[config.mk]
export PLATFORM = sky130hd
export DESIGN_NAME = host_bridge_config_space_pam
export DESIGN_NICKNAME = d
export VERILOG_FILES = /design/src/design/hbp_pkg.sv /design/src/design/hbp_ram.sv /design/src/design/host_bridge_config_space_pam.sv
export SDC_FILE = /design/constraint.sdc
export NUM_CORES = 2
export LEC_CHECK = 0
export BUFFER_PORTS_ARGS = -buffer_cell sky130_fd_sc_hd__buf_2
export CAP_MARGIN = 0
export CORE_ASPECT_RATIO = 1.5
export CORE_UTILIZATION = 45
export DETAILED_ROUTE_END_ITERATION = 8
export GPL_ROUTABILITY_DRIVEN = 0
export PLACE_DENSITY = 0.6
export SYNTH_ARGS = -nofsm -noshare
export SYNTH_HDL_FRONTEND = slang
export SYNTH_HIERARCHICAL = 1
export SYNTH_SLANG_ARGS = --single-unit
[constraint.sdc]
create_clock -name clk -period 3.3 [get_ports clk]
set_input_delay 0.99 -clock clk [delete_from_list [all_inputs] [get_ports clk]]
set_output_delay 0.99 -clock clk [all_outputs]
set_load 0.02 [all_outputs]
[src/design/hbp_pkg.sv]
`timescale 1ns / 1ps
`default_nettype none
// ----------------------------------------------------------------------------
// hbp_pkg
// shared types, codes and default table for the host bridge config space
// ----------------------------------------------------------------------------
package hbp_pkg;

    localparam int CFG_DEPTH = 256;
    localparam int OFF_W     = 8;
    localparam int NUM_PAM   = 7;

    typedef enum logic [1:0] {
        REQ_READ      = 2'd0,
        REQ_WRITE     = 2'd1,
        REQ_BUS_RESET = 2'd2,
        REQ_LOAD      = 2'd3
    } req_t;

    localparam logic [7:0]  OFF_CMD_LO   = 8'h04;
    localparam logic [7:0]  OFF_CMD_HI   = 8'h05;
    localparam logic [7:0]  OFF_STS_LO   = 8'h06;
    localparam logic [7:0]  OFF_STS_HI   = 8'h07;
    localparam logic [7:0]  OFF_PAM0     = 8'h59;
    localparam logic [7:0]  OFF_PAM6     = 8'h5f;
    localparam logic [7:0]  OFF_SMRAM    = 8'h72;
    localparam logic [7:0]  SMRAM_RESET  = 8'h02;
    localparam logic [7:0]  SMRAM_MASK   = 8'h48;

    localparam logic [19:0] BIOS_BASE    = 20'hf0000;
    localparam logic [17:0] BIOS_SIZE    = 18'h10000;
    localparam logic [19:0] EXT_BASE     = 20'hc0000;
    localparam logic [17:0] SEG_SIZE     = 18'h04000;
    localparam int          SEG_SHIFT    = 15;
    localparam logic [19:0] SMRAM_BASE   = 20'ha0000;
    localparam logic [17:0] SMRAM_SIZE   = 18'h20000;

    typedef struct packed {
        logic [19:0] base;
        logic [17:0] size;
        logic [1:0]  st;
    } ev_t;

    typedef struct packed {
        req_t        req;
        logic        fn_zero;
        logic [7:0]  offset;
        logic        use_flop;
        logic [7:0]  flop_byte;
        logic        vld;
        logic        defvar;
        ev_t         ev0;
        ev_t         ev1;
        logic        any_ev;
        logic        two_ev;
        logic        shadow;
    } stage_t;

    function automatic logic [7:0] default_byte(input logic variant, input logic [7:0] off);
        logic [7:0] b;
        b = 8'h00;
        case (off)
            8'h00: b = 8'h86;
            8'h01: b = 8'h80;
            8'h02: b = 8'h2d;
            8'h03: b = 8'h16;
            8'h04: b = 8'h06;
            8'h07: b = variant ? 8'h02 : 8'h82;
            8'h0b: b = 8'h06;
            8'h52: b = variant ? 8'h42 : 8'h40;
            8'h53: b = variant ? 8'h14 : 8'h00;
            8'h56: b = variant ? 8'h52 : 8'h00;
            8'h57: b = 8'h01;
            8'h60: b = 8'h02;
            8'h61: b = 8'h02;
            8'h62: b = 8'h02;
            8'h63: b = 8'h02;
            8'h64: b = 8'h02;
            8'h67: b = variant ? 8'h11 : 8'h00;
            8'h69: b = variant ? 8'h03 : 8'h00;
            8'h70: b = variant ? 8'h20 : 8'h00;
            8'h72: b = 8'h02;
            8'h74: b = variant ? 8'h0e : 8'h00;
            8'h78: b = variant ? 8'h23 : 8'h00;
            default: b = 8'h00;
        endcase
        return b;
    endfunction

endpackage
`default_nettype wire

[src/design/hbp_ram.sv]
`timescale 1ns / 1ps
`default_nettype none
// ----------------------------------------------------------------------------
// hbp_ram
// generic single write port ram with registered read
// ----------------------------------------------------------------------------
module hbp_ram #(
    parameter int WIDTH = 8,
    parameter int DEPTH = 256
) (
    input  wire logic                     clk,
    input  wire logic                     we,
    input  wire logic [$clog2(DEPTH)-1:0] waddr,
    input  wire logic [WIDTH-1:0]         wdata,
    input  wire logic                     re,
    input  wire logic [$clog2(DEPTH)-1:0] raddr,
    output logic      [WIDTH-1:0]         rdata
);

    logic [WIDTH-1:0] mem [DEPTH];

    always_ff @(posedge clk)
    begin
        if (we)
        begin
            mem[waddr] <= wdata;
        end
        if (re)
        begin
            rdata <= mem[raddr];
        end
    end

endmodule
`default_nettype wire

[src/design/host_bridge_config_space_pam.sv]
`timescale 1ns / 1ps
`default_nettype none
// ----------------------------------------------------------------------------
// host_bridge_config_space_pam
// 256-byte host bridge configuration space with pam shadow and smram control
// ----------------------------------------------------------------------------
// an accepted transaction is registered in the s1 stage, then its first result in the output register
// throughput: 1 transaction per cycle unless m_tready stalls; a write or bus reset
//   with two map events stalls input; the output register sends one result per cycle
// reset: pipeline empty, board variant 0, per-byte valid flags cleared so
//   every byte reads its default table value, shadow flag cleared
// ----------------------------------------------------------------------------
module host_bridge_config_space_pam (
    input  wire logic        clk,
    input  wire logic        rst_n,
    input  wire logic        cfg_we,
    input  wire logic        cfg_wdata,
    input  wire logic        s_tvalid,
    output logic             s_tready,
    input  wire logic [23:0] s_tdata,   // func_num, reg_offset, wr_data, zero fill
    input  wire logic [1:0]  s_tuser,   // req_type
    output logic             m_tvalid,
    input  wire logic        m_tready,
    output logic      [55:0] m_tdata,   // rd_data, map_base, map_size, read_internal,
                                        // write_internal, shadow_bios, zero fill
    output logic             m_tuser,   // map_valid
    output logic             m_tlast
);

    // read-only offsets
    localparam logic [7:0] OFF_ID_FIRST    = 8'h00;
    localparam logic [7:0] OFF_ID_LAST     = 8'h03;
    localparam logic [7:0] OFF_CLASS_FIRST = 8'h08;
    localparam logic [7:0] OFF_CLASS_LAST  = 8'h0c;
    localparam logic [7:0] OFF_BIST        = 8'h0e;
    localparam logic [7:0] OFF_DEV_FIRST   = 8'h10;
    localparam logic [7:0] OFF_DEV_LAST    = 8'h4e;

    // input fields
    hbp_pkg::req_t in_req;
    logic [2:0]    in_fn;
    logic [7:0]    in_off;
    logic [7:0]    in_wd;
    logic          s_accept;

    assign in_req   = hbp_pkg::req_t'(s_tuser);
    assign in_fn    = s_tdata[2:0];
    assign in_off   = s_tdata[10:3];
    assign in_wd    = s_tdata[18:11];
    assign s_accept = s_tvalid && s_tready;

    // state
    logic                                variant_reg;
    logic                                defvar_reg, defvar_next;
    logic                                shadow_reg, shadow_next;
    logic [7:0]                          pam_reg [hbp_pkg::NUM_PAM];
    logic [7:0]                          pam_next [hbp_pkg::NUM_PAM];
    logic [7:0]                          smram_reg, smram_next;
    logic [hbp_pkg::CFG_DEPTH-1:0]       vld_reg, vld_next;

    logic                                s1_valid_reg;
    hbp_pkg::stage_t                     s1_reg, s1_next;
    logic                                phase_reg;

    logic                                out_valid_reg;
    logic [7:0]                          out_rd_reg;
    logic                                out_map_reg;
    hbp_pkg::ev_t                        out_ev_reg;
    logic                                out_shadow_reg;
    logic                                out_last_reg;

    // ram
    logic                                ram_we;
    logic [7:0]                          ram_wdata;
    logic [7:0]                          ram_q;

    hbp_ram #(
        .WIDTH (8),
        .DEPTH (hbp_pkg::CFG_DEPTH)
    ) u_ram (
        .clk   (clk),
        .we    (ram_we),
        .waddr (in_off),
        .wdata (ram_wdata),
        .re    (s_accept),
        .raddr (in_off),
        .rdata (ram_q)
    );

    // transaction decode and state update
    logic [7:0]   wv;
    logic [7:0]   old_b;
    logic [7:0]   diff;
    logic [2:0]   pidx;
    logic [2:0]   seg;
    logic [19:0]  seg_base;
    logic         lo_ch, hi_ch;
    hbp_pkg::ev_t lo_ev, hi_ev;
    logic         ev_a, ev_b;

    always_comb
    begin
        defvar_next = defvar_reg;
        shadow_next = shadow_reg;
        pam_next    = pam_reg;
        smram_next  = smram_reg;
        vld_next    = vld_reg;
        ram_we      = 1'b0;
        s1_next     = '0;
        lo_ch       = 1'b0;
        hi_ch       = 1'b0;
        ev_a        = 1'b0;
        ev_b        = 1'b0;
        lo_ev       = '0;
        hi_ev       = '0;
        pidx        = in_off[2:0] - 3'd1;
        seg         = pidx - 3'd1;
        seg_base    = hbp_pkg::EXT_BASE + (20'(seg) << hbp_pkg::SEG_SHIFT);
        old_b       = 8'h00;
        wv          = in_wd;

        case (in_off)
            hbp_pkg::OFF_CMD_LO: wv = (in_wd & 8'h02) | 8'h04;
            hbp_pkg::OFF_CMD_HI,
            hbp_pkg::OFF_STS_LO: wv = 8'h00;
            hbp_pkg::OFF_STS_HI: wv = 8'h02;
            default:             wv = in_wd;
        endcase
        ram_wdata = wv;

        if (in_off inside {[hbp_pkg::OFF_PAM0:hbp_pkg::OFF_PAM6]})
        begin
            old_b = pam_reg[pidx];
        end
        else if (in_off == hbp_pkg::OFF_SMRAM)
        begin
            old_b = smram_reg;
        end
        diff = old_b ^ wv;

        s1_next.req       = in_req;
        s1_next.fn_zero   = (in_fn == 3'd0);
        s1_next.offset    = in_off;
        s1_next.use_flop  = (in_off inside {[hbp_pkg::OFF_PAM0:hbp_pkg::OFF_PAM6]})
                            || (in_off == hbp_pkg::OFF_SMRAM);
        s1_next.flop_byte = old_b;
        s1_next.vld       = vld_reg[in_off];
        s1_next.defvar    = defvar_reg;

        case (in_req)
            hbp_pkg::REQ_WRITE:
            begin
                if (in_fn == 3'd0 && !(in_off inside {[OFF_ID_FIRST:OFF_ID_LAST],
                                                      [OFF_CLASS_FIRST:OFF_CLASS_LAST],
                                                      OFF_BIST,
                                                      [OFF_DEV_FIRST:OFF_DEV_LAST]}))
                begin
                    if (in_off == hbp_pkg::OFF_PAM0)
                    begin
                        pam_next[0] = wv;
                        if (diff[7:4] != 4'h0)
                        begin
                            ev_a        = 1'b1;
                            lo_ev       = '{hbp_pkg::BIOS_BASE, hbp_pkg::BIOS_SIZE, wv[5:4]};
                            shadow_next = wv[4];
                        end
                    end
                    else if (in_off inside {[hbp_pkg::OFF_PAM0 + 8'd1:hbp_pkg::OFF_PAM6]})
                    begin
                        pam_next[pidx] = wv;
                        lo_ch = (diff[3:0] != 4'h0);
                        hi_ch = (diff[7:4] != 4'h0);
                        lo_ev = '{seg_base, hbp_pkg::SEG_SIZE, wv[1:0]};
                        hi_ev = '{seg_base + 20'(hbp_pkg::SEG_SIZE), hbp_pkg::SEG_SIZE,
                                  wv[5:4]};
                        ev_a  = lo_ch || hi_ch;
                        ev_b  = lo_ch && hi_ch;
                        if (!lo_ch)
                        begin
                            lo_ev = hi_ev;
                        end
                    end
                    else if (in_off == hbp_pkg::OFF_SMRAM)
                    begin
                        smram_next = wv;
                        if ((diff & hbp_pkg::SMRAM_MASK) != 8'h00)
                        begin
                            ev_a  = 1'b1;
                            lo_ev = '{hbp_pkg::SMRAM_BASE, hbp_pkg::SMRAM_SIZE,
                                      ((wv & hbp_pkg::SMRAM_MASK) == hbp_pkg::SMRAM_MASK)
                                      ? 2'd3 : 2'd0};
                        end
                    end
                    else
                    begin
                        ram_we           = s_accept;
                        vld_next[in_off] = 1'b1;
                    end
                end
            end
            hbp_pkg::REQ_BUS_RESET:
            begin
                pam_next[0] = 8'h00;
                smram_next  = hbp_pkg::SMRAM_RESET;
                lo_ev       = '{hbp_pkg::BIOS_BASE, hbp_pkg::BIOS_SIZE, 2'd0};
                hi_ev       = '{hbp_pkg::SMRAM_BASE, hbp_pkg::SMRAM_SIZE, 2'd0};
                lo_ch       = (pam_reg[0][7:4] != 4'h0);
                hi_ch       = ((smram_reg & hbp_pkg::SMRAM_MASK) != 8'h00);
                ev_a        = lo_ch || hi_ch;
                ev_b        = lo_ch && hi_ch;
                if (lo_ch)
                begin
                    shadow_next = 1'b0;
                end
                else
                begin
                    lo_ev = hi_ev;
                end
            end
            hbp_pkg::REQ_LOAD:
            begin
                for (int i = 0; i < hbp_pkg::NUM_PAM; i++)
                begin
                    pam_next[i] = 8'h00;
                end
                smram_next  = hbp_pkg::SMRAM_RESET;
                vld_next    = '0;
                defvar_next = variant_reg;
            end
            default:
            begin
            end
        endcase

        s1_next.ev0    = lo_ev;
        s1_next.ev1    = hi_ev;
        s1_next.any_ev = ev_a;
        s1_next.two_ev = ev_b;
        s1_next.shadow = shadow_next;
    end

    // output stage control
    logic         out_load;
    logic         s1_done;
    logic [7:0]   rd_val;
    hbp_pkg::ev_t ev_sel;

    assign out_load = s1_valid_reg && (!out_valid_reg || m_tready);
    assign s1_done  = !s1_reg.two_ev || phase_reg;
    assign s_tready = !s1_valid_reg || (out_load && s1_done);

    always_comb
    begin
        rd_val = 8'h00;
        if (s1_reg.req == hbp_pkg::REQ_READ)
        begin
            if (!s1_reg.fn_zero)
            begin
                rd_val = 8'hff;
            end
            else if (s1_reg.use_flop)
            begin
                rd_val = s1_reg.flop_byte;
            end
            else if (s1_reg.vld)
            begin
                rd_val = ram_q;
            end
            else
            begin
                rd_val = hbp_pkg::default_byte(s1_reg.defvar, s1_reg.offset);
            end
        end
        ev_sel = phase_reg ? s1_reg.ev1 : s1_reg.ev0;
        if (!s1_reg.any_ev)
        begin
            ev_sel = '0;
        end
    end

    always_ff @(posedge clk or negedge rst_n)
    begin
        if (!rst_n)
        begin
            variant_reg   <= 1'b0;
            defvar_reg    <= 1'b0;
            shadow_reg    <= 1'b0;
            smram_reg     <= hbp_pkg::SMRAM_RESET;
            vld_reg       <= '0;
            s1_valid_reg  <= 1'b0;
            phase_reg     <= 1'b0;
            out_valid_reg <= 1'b0;
            for (int i = 0; i < hbp_pkg::NUM_PAM; i++)
            begin
                pam_reg[i] <= 8'h00;
            end
        end
        else
        begin
            if (cfg_we)
            begin
                variant_reg <= cfg_wdata;
            end
            if (s_accept)
            begin
                defvar_reg <= defvar_next;
                shadow_reg <= shadow_next;
                pam_reg    <= pam_next;
                smram_reg  <= smram_next;
                vld_reg    <= vld_next;
            end

            if (s_accept)
            begin
                s1_valid_reg <= 1'b1;
            end
            else if (out_load && s1_done)
            begin
                s1_valid_reg <= 1'b0;
            end

            if (out_load)
            begin
                phase_reg <= !s1_done;
            end

            if (out_load)
            begin
                out_valid_reg <= 1'b1;
            end
            else if (m_tready)
            begin
                out_valid_reg <= 1'b0;
            end
        end
    end

    always_ff @(posedge clk)
    begin
        if (s_accept)
        begin
            s1_reg <= s1_next;
        end
        if (out_load)
        begin
            out_rd_reg     <= rd_val;
            out_map_reg    <= s1_reg.any_ev;
            out_ev_reg     <= ev_sel;
            out_shadow_reg <= s1_reg.shadow;
            out_last_reg   <= s1_done;
        end
    end

    assign m_tvalid = out_valid_reg;
    assign m_tuser  = out_map_reg;
    assign m_tlast  = out_last_reg;
    assign m_tdata  = {7'd0, out_shadow_reg, out_ev_reg.st[1], out_ev_reg.st[0],
                       out_ev_reg.size, out_ev_reg.base, out_rd_reg};

    // checks
    a_no_map_zero: assert property (@(posedge clk) disable iff (!rst_n)
        (m_tvalid && !m_tuser) |-> (m_tdata[47:8] == 40'd0))
        else $error("map fields set on a result without a map event");

    a_map_no_rd: assert property (@(posedge clk) disable iff (!rst_n)
        (m_tvalid && m_tuser) |-> (m_tdata[7:0] == 8'h00))
        else $error("read data on a map event result");

    a_phase_ctx: assert property (@(posedge clk) disable iff (!rst_n)
        phase_reg |-> (s1_valid_reg && s1_reg.two_ev))
        else $error("second event phase without a two event transaction");

    a_hold_input: assert property (@(posedge clk) disable iff (!rst_n)
        (s1_valid_reg && s1_reg.two_ev && !phase_reg) |-> !s_tready)
        else $error("input taken while first of two events pending");

    a_load_clears: assert property (@(posedge clk) disable iff (!rst_n)
        (s_accept && in_req == hbp_pkg::REQ_LOAD) |=> (vld_reg == '0))
        else $error("valid flags not cleared by load defaults");

endmodule
`default_nettype wire

==> results.cfg <==
[run_status]
status = finished with violations
violations = setup timing

[timing]
setup_viol = 1
min_period_over_period_pct = 101.1
fin_skew_ps = 45.00
post-route-min-period_ps = 3336
timing.final.ws_setup_ps = -36.34
rsz0062_at_grt = no
maxSlewHeadroom_pct = 33.14
max_freq_mhz = 299.7
drv_slew = 0
fin_tns_setup_ps = -36.34
hold_violations = 0
worst_slew_pin_slew_ps = 999.1

[layout]
syn_to_final_growth_pct = 18.94
nNetsFinal = 6412
largest_reg_flops = 2048
layout-drive-gt1-share_pct = 30.97
fill_cells = 17060
final_cells = 9417
final_util_pct = 53.84

[global_route]
antenna_found_initial = 6
grt_pass1_wl_um = 388300
grt_usage_pct = 24.12
grt_max_degree = 117
first_global_vias = 56630
gr-total-overflow = 0

[power_and_ir_drop]
power.total_uw = 64110
vdd_drop_max_uv = 494.6
p_leak_uw = 0.04096
power.density_nw_per_um2 = 546.0

[synthesis]
yosys_warnings = 6
synth_area_per_cell_um2 = 18.14
yosys-top-cells-area = edfxtp_1 (64%), mux4_2 (12%), dfrtp_1 (8.2%)
yosys.area.top_type = edfxtp_1
ys_types = 96
synthCells = 5441
synth.ff_latch_count = 2446
synthFlopType = edfxtp_1
synth.cell_area_um2 = 98720
yosysSeqAreaShare_pct = 72.75
synth_top_area_share_pct = 64.49
synthArstFlopShare_pct = 13.33
synth-edff-count = 2120

[clock_tree]
cts_buffer_depth = 4
cts_buffers = 223
cts.hold.buffers_added = 0
postCtsSetupBuffers = 0
cts_root_buffer = clkbuf_16
clkTransAtPathRegs_ps = 70
clock_sinks = 2446
clk-insertion-delay-late_ps = 860
cts_tree = done
htreeDepth = 4

[placement]
detailed_place_hpwl_um = 184200
placed_cells = 9006
port_buffers = 50

[die]
core_area_um2 = 218100
initial_core_util_pct = 45.27
design.die.area_um2 = 221300
io_pins = 92
die_h_um = 575.6
rows = 210
die_w_um = 384.4

[setup_path]
critical_path_arrival_ps = 3960
critPathKind = input pin to flop
crit_path_frequent_cell = buf_12
cp_num_buf_inv = 6
endpoint_kind = flop
worstSetupStartpointType = input pin
cp_top_family = buffers and inverters
cp.required_ps = 3920
r2r_cells = 7
max_stage_delay_ps = 570
crit_fanout = 27
path_depth = 12
crit_path_cell_trace = buf_8 > buf_4 > buf_12 > buf_12 > buf_12 > mux4_2 > a22o_1 > nor3_1 > a21oi_1 > a22oi_1 > buf_4 > nor4_2
cp_slowest_cell = mux4_2

[drt]
routedWlPerCell_um = 28.24
drt_iter0_markers = 4854
drtPass1Iterations = 6
num_vias = 54700
final_antenna_net_count = 0
via_per_inst = 5.809
drc = 0
wirelength_um = 265900

[run]
max_cap_violations = 0

[worst_hold_path]
min_path_type = input pin to asynchronous set/reset pin
## cell type report
| cell class | count | area (µm²) | area share, % |
|---|---|---|---|
| repair buffers | 1069 | 9947 | 8.472 |
| flip-flops and latches | 2446 | 71820 | 61.17 |
| clock buffers | 280 | 5886 | 5.013 |
| well taps | 2862 | 3581 | 3.050 |
| clock inverters | 124 | 1274 | 1.085 |
| inverters | 28 | 138.9 | 0.1183 |
| diodes | 6 | 15.01 | 0.01279 |
| multi-input cells | 2602 | 24750 | 21.08 |
## placed cells by master (no fill, tap or decap), types with 96 or more instances in the layout
master,synthesis,routed
a21oi_1,243,242
a22oi_1,134,134
buf_12,9,157
buf_4,76,861
clkbuf_16,0,225
dfrtp_1,325,325
edfxtp_1,2120,2120
mux2i_1,151,151
mux4_2,535,535
nand2_1,132,129
nor2_1,578,571
o21a_1,96,96
## routing by layer
metal	global-route usage (%)	routed length, µm
met5	0	24
met1	28.01	95260
met3	2.762	12790
met2	44.39	144300
met4	10.76	13480
## power breakdown
group	switching, µW	internal (µW)
clock	11300	14400
sequential	137	33900
combinational	2610	1730
## final timing paths
kind / start / end / slack, ps
max: s_tdata[3] / u_ram/rdata[6] / -40
min: rst_n / vld_reg[151] / 110
max reg2reg: s1_reg[95] / out_rd_reg[4] / 450
min reg2reg: s1_reg[0] / out_shadow_reg / 430
max in group asynchronous: rst_n / vld_reg[168] / 2370
min in group clk: s_tvalid / s1_valid_reg / 340
## Yosys cell counts (76+ instances only)
master	instances
nand2_1	132
edfxtp_1	2120
o21a_1	96
nor2_1	578
dfrtp_1	325
clkbuf_1	158
buf_4	76
buf_2	84
a22oi_1	134
a21oi_1	243
mux4_2	535
mux2i_1	151
## through the flow
stage	area [µm²]	hold WS (ps)	setup WS, ps
after CTS	117300	84.70	1.781
after global placement	110100	402.9	-1188
after global routing	117400	111.0	16.64
final	117400	113.8	-36.34
after floorplan	98980	400.3	-1973
after detailed placement	110100	416.4	-1174
## worst reg2reg max path: cells and delay by family (launching register included)
family | cells | cell delay [ps]
and+or+nand+nor | 4 | 1530
DFF | 1 | 550
AOI/OAI and AO/OA | 2 | 390
buffers and inverters | 1 | 190
## cell families (layout without fill, tap and decap cells)
logic type      Yosys count  count (layout)  share of synthesized area (%)
fa+ha+maj                10              10                         0.1267
mux                     714             714                          14.16
buf+inv                 428            1501                          2.565
xor+xnor                 15              15                         0.1673
other cells               1              42                       0.003799
flops                  2446            2446                          72.75
simple gates           1012            1012                          4.636
compound gates          815             815                          5.584
## repair_timing
action	4_1_cts	5_1_grt
pin swaps	0	1
gates cloned	0	1
resized for setup	10	10
endpoints found under the setup margin	22	22
(Power assumes the default switching activity.)
